File: src/hw/rtl/qrs_sqrt.sv
module qrs_sqrt #(
    parameter int ROOT_BITS = 33,
    parameter int SIDE_W    = 1
) (
    input  logic                     clk,
    input  logic                     rst_n,
    input  logic                     en,
    input  logic                     in_valid,
    input  logic [2*ROOT_BITS-1:0]   radicand,
    input  logic [SIDE_W-1:0]        in_side,
    output logic                     out_valid,
    output logic [ROOT_BITS-1:0]     root,
    output logic [SIDE_W-1:0]        out_side
);
    localparam int SW = ROOT_BITS;
    localparam int DW = 2 * SW;
    localparam int RW = SW + 2;

    logic              valid_reg [0:SW-1];
    logic [DW-1:0]     d_reg     [0:SW-1];
    logic [RW-1:0]     rem_reg   [0:SW-1];
    logic [SW-1:0]     root_reg  [0:SW-1];
    logic [SIDE_W-1:0] side_reg  [0:SW-1];

    for (genvar i = 0; i < SW; i++)
    begin : g_stage
        logic              v_src;
        logic [DW-1:0]     d_src;
        logic [RW-1:0]     rem_src, rem_sh, trial;
        logic [SW-1:0]     root_src;
        logic [SIDE_W-1:0] side_src;
        logic              ge;

        if (i == 0)
        begin : g_first
            assign v_src    = in_valid;
            assign d_src    = radicand;
            assign rem_src  = '0;
            assign root_src = '0;
            assign side_src = in_side;
        end
        else
        begin : g_next
            assign v_src    = valid_reg[i-1];
            assign d_src    = d_reg[i-1];
            assign rem_src  = rem_reg[i-1];
            assign root_src = root_reg[i-1];
            assign side_src = side_reg[i-1];
        end

        assign rem_sh = {rem_src[RW-3:0], d_src[DW-1:DW-2]};
        assign trial  = {root_src, 2'b01};
        assign ge     = (rem_sh >= trial);

        always_ff @(posedge clk or negedge rst_n)
        begin
            if (!rst_n)
                valid_reg[i] <= 1'b0;
            else if (en)
                valid_reg[i] <= v_src;
        end

        always_ff @(posedge clk)
        begin
            if (en)
            begin
                d_reg[i]    <= d_src << 2;
                rem_reg[i]  <= ge ? (rem_sh - trial) : rem_sh;
                root_reg[i] <= {root_src[SW-2:0], ge};
                side_reg[i] <= side_src;
            end
        end
    end

    assign out_valid = valid_reg[SW-1];
    assign root      = root_reg[SW-1];
    assign out_side  = side_reg[SW-1];

endmodule

File: config.mk
export PLATFORM = sky130hd
export DESIGN_NAME = qrs_sqrt
export DESIGN_NICKNAME = d
export VERILOG_FILES = /design/src/hw/rtl/qrs_sqrt.sv
export SDC_FILE = /design/constraint.sdc
export NUM_CORES = 2
export LEC_CHECK = 0
export ABC_CLOCK_PERIOD_IN_PS = 4000
export BUFFER_PORTS_ARGS = -buffer_cell sky130_fd_sc_hd__buf_4
export CAP_MARGIN = 20
export CELL_PAD_IN_SITES_DETAIL_PLACEMENT = 1
export CELL_PAD_IN_SITES_GLOBAL_PLACEMENT = 2
export CORE_UTILIZATION = 45
export CTS_BUF_LIST = sky130_fd_sc_hd__clkbuf_8
export DETAILED_ROUTE_END_ITERATION = 8
export PLACE_DENSITY = 0.82
export REMOVE_ABC_BUFFERS = 1
export SYNTH_ARGS = -nofsm -noshare
export SYNTH_HDL_FRONTEND = slang
export SYNTH_MEMORY_MAX_BITS = 65536
export SYNTH_SLANG_ARGS = --single-unit
File: constraint.sdc
create_clock -name clk -period 4 [get_ports clk]
set_input_delay 0.6 -clock clk [delete_from_list [all_inputs] [get_ports clk]]
set_output_delay 0.6 -clock clk [all_outputs]
set_load 0.01 [all_outputs]
==> results.cfg <==
[worst_setup_path]
worstPathRequired_ns = 4.78
cp_slowest_cell = o31ai_1
start_kind = flop
ff2ff_path_depth = 12
r2r_start = root_reg[0][960]$_DFFE_PP_
path_cells = inv_1 > ha_1 > and2_1 > and3_1 > o2bb2ai_1 > a21oi_1 > nand3b_1 > a21boi_0 > o31ai_1 > a31oi_4 > buf_12 > mux2_2
arrival_ns = 4.66
path_max_fanout = 55
reg2reg_slack_ns = 0.13
reg2reg_to = rem_reg[0][1054]$_DFFE_PP_
critPathMaxStageDelay_ns = 0.56
worstSetupPathType = flop to flop
end_kind = flop

[global_route]
grt_max_degree = 107
grt_pass1_wl_microns = 447000
grt_util_met1_pct = 24.8
antenna_found_initial = 3
grt-busiest-layer = met2
globalRouteTotalUtil_pct = 20.2
grt_pass1_vias = 80600
met3_usage_pct = 2.81
met2_usage_pct = 36.4
grt_overflow_total = 0

[routing]
first_pass_iters = 5
wl_per_cell_microns = 20.1
drtIter0Drc = 3831
ant_nets = 0
route.detailed.drc = 0
via_per_inst = 5.36
routed_wl_microns = 282000
num_vias = 75300

[floorplan]
start_util_pct = 45.2
die_y_microns = 526
num_io_pins = 106
placementRows = 192
die_area_sq_um = 277000
die_w_microns = 526
core_area_sq_um = 273000

[timing]
fmax_mhz = 258
finalSetupTns_ns = 0
finalHoldViolCount = 0
rsz0062_at_grt = no
layout_min_cycle_time_ns = 3.87
period_share_pct = 96.8
relSlewSlack_pct = 30.3
setup_violations = 0
worst_slack_ns = 0.128
final_max_slew_viol_count = 0
finClkSkew_ns = 0.0761
worstMarginPinSlew_ns = 1.03

[yosys]
ys.flop_type = edfxtp_1
ys_async_sr_fraction_pct = 1.23
ys_types = 90
synthMostInstantiatedCell = edfxtp_1
yosysTopAreaCellShare_pct = 64.5
syn_avg_cell_area_sq_um = 13.1
synth-edff-count = 2657
yosysSeqAreaShare_pct = 65.2
netlist_area_sq_um = 124000
syn_inst = 9444
yosys_warnings = 0
synthTopCellsByCount = 2,657 x edfxtp_1, 743 x inv_1, 672 x nand2_1, 595 x ha_1, 570 x a21oi_1
ys_top_cells_by_area = edfxtp_1 65%, ha_1 6.0%, xnor2_1 3.1%
synth-seq-cells = 2690
yosys.area.top_type = edfxtp_1

[placement]
dpl.hpwl_microns = 205000
dpl.cell_count = 13100
portBuffers = 105
gp_congestion = 0.870
dp_worst_setup_slack_ns = 0.0568

[min_path]
hp-start = en
hold-path-cell-count = 1
hold_path.class = primary input to flop
min_delay_worst_endpoint = d_reg[0][112]$_DFFE_PP_

[clock_tree]
ctsHtreeMaxLevel = 5
cts_buffers = 449
clk_latency_ns = 1.08
cts_tree = yes
clock-sinks = 2690
cts_root_buffer = clkbuf_8
clk_path_buf_depth = 4
clk_pin_slew_worst_paths_ns = 0.07

[layout]
final_cells = 14000
area_delta_synth_final_pct = 13.3
drive_above_1_share_pct = 10.5
multi_input_area_sq_um = 39700
fill_cells = 27700
largest_reg_flops = 1056
regArea_sq_um = 80600
fin_nets = 10700

[power]
switching_share_pct = 30.3
ir_worst_vdd_uv = 403
static-leakage-power_uw = 0.0539
seqPwrFrac_pct = 47.9
power.switching_uw = 24400
power_frac_comb_pct = 22.1
powerDensity_nw_per_um2 = 574
clkPwrFrac_pct = 30.0
p_int_uw = 56000

[flow_run]
drv_cap = 0

[status]
status = finished clean
[cell type report]
| type | instances | share of cell area (%) |
|---|---|---|
| sequential | 2690 | 57.6 |
| multi-input combinational | 5824 | 28.3 |
| clock buffer | 454 | 4.46 |
| tap | 3589 | 3.21 |
| inverter | 744 | 1.99 |
| antenna | 5 | 0.00894 |
| clock inverter | 371 | 1.85 |
| timing repair buffer | 369 | 2.56 |
[metrics by stage]
stage / utilization, % / total power [uW] / hold slack (ns) / area [sq um]
after floorplan: - / 50300 / 0.304 / 123000
after global placement: 47.7 / 56200 / 0.400 / 130000
after detailed placement: 47.7 / 56800 / 0.405 / 130000
after CTS: 51.2 / 81500 / 0.0452 / 140000
after global routing: 51.2 / 84800 / 0.0804 / 140000
final: 51.2 / 80400 / 0.160 / 140000
[cell usage in the layout (no fill, tap or decap), types with 51 or more instances in the layout]
master | netlist | layout
nand4_1 | 97 | 97
o31ai_1 | 51 | 51
xor2_1 | 391 | 391
nand2b_1 | 125 | 125
nor4_1 | 115 | 110
o21ai_0 | 561 | 559
and3_1 | 54 | 54
nand2_1 | 672 | 672
o21a_1 | 90 | 90
a21o_1 | 249 | 249
nand3_1 | 161 | 161
o21bai_1 | 56 | 56
dlygate4sd3_1 | 0 | 71
inv_1 | 743 | 842
a21oi_1 | 570 | 570
buf_4 | 1 | 248
edfxtp_1 | 2657 | 2657
nor2b_1 | 101 | 100
a31oi_1 | 62 | 57
clkbuf_8 | 0 | 454
mux2_2 | 116 | 116
clkinv_2 | 0 | 65
clkinv_1 | 1 | 140
nor2_1 | 521 | 520
nor3_1 | 209 | 207
or4_1 | 57 | 57
ha_1 | 595 | 595
or3_1 | 73 | 73
xnor2_1 | 437 | 437
[cells by family after synthesis]
group	synth area share, %
simple gates	9.23
buf+inv	2.85
mux	1.12
xor+xnor	5.87
other cells	0.00303
fa+ha+maj	6.02
compound gates	9.68
flops	65.2
[repair_timing]
action / CTS / global route
hold buffers: 72 / 0
endpoints found under the hold margin: 102 / 0
setup endpoints to repair: 2 / 33
resized for setup: 2 / 13
buffers inserted: 0 / 0
[how the worst max path moves through the flow]
stage	from	end	slack [ns]	cells past startpoint
finish	root_reg[0][960]$_DFFE_PP_	rem_reg[0][1054]$_DFFE_PP_	0.13	12
global route	rem_reg[0][158]$_DFFE_PP_	rem_reg[0][207]$_DFFE_PP_	0.01	10
CTS	rem_reg[0][490]$_DFFE_PP_	rem_reg[0][554]$_DFFE_PP_	0.04	11
detailed placement	root_reg[0][960]$_DFFE_PP_	rem_reg[0][1079]$_DFFE_PP_	0.06	13
global placement	root_reg[0][960]$_DFFE_PP_	rem_reg[0][1079]$_DFFE_PP_	0.05	13
floorplan	rem_reg[0][842]$_DFFE_PP_	rem_reg[0][907]$_DFFE_PP_	-2.16	11
[power groups by stage]
stage	Combinational, uW	Sequential [uW]	Clock (uW)
finish	17800	38500	24100
global placement	17100	39100	0
CTS	17800	38600	25000
detailed placement	17600	39100	0
global route	19800	38900	26100
floorplan	12600	37700	0
[worst max-delay path: cells and delay by family, from the launching register on]
family                   cells  cell delay [ns]
flip-flops                   1             0.42
multiplexers                 1             0.34
adder cells (fa/ha/maj)      1             0.35
AND/OR/NAND/NOR              3             0.62
buffers and inverters        2             0.30
AO/OA/AOI/OAI                5             1.51
[routing by layer]
metal,wire (microns),part of all wire (%)
met5,0,0
met1,121000,43
met3,8470,3.0
met2,145000,51
met4,7970,2.8
Note: power is estimated with default switching activity, not from simulation.
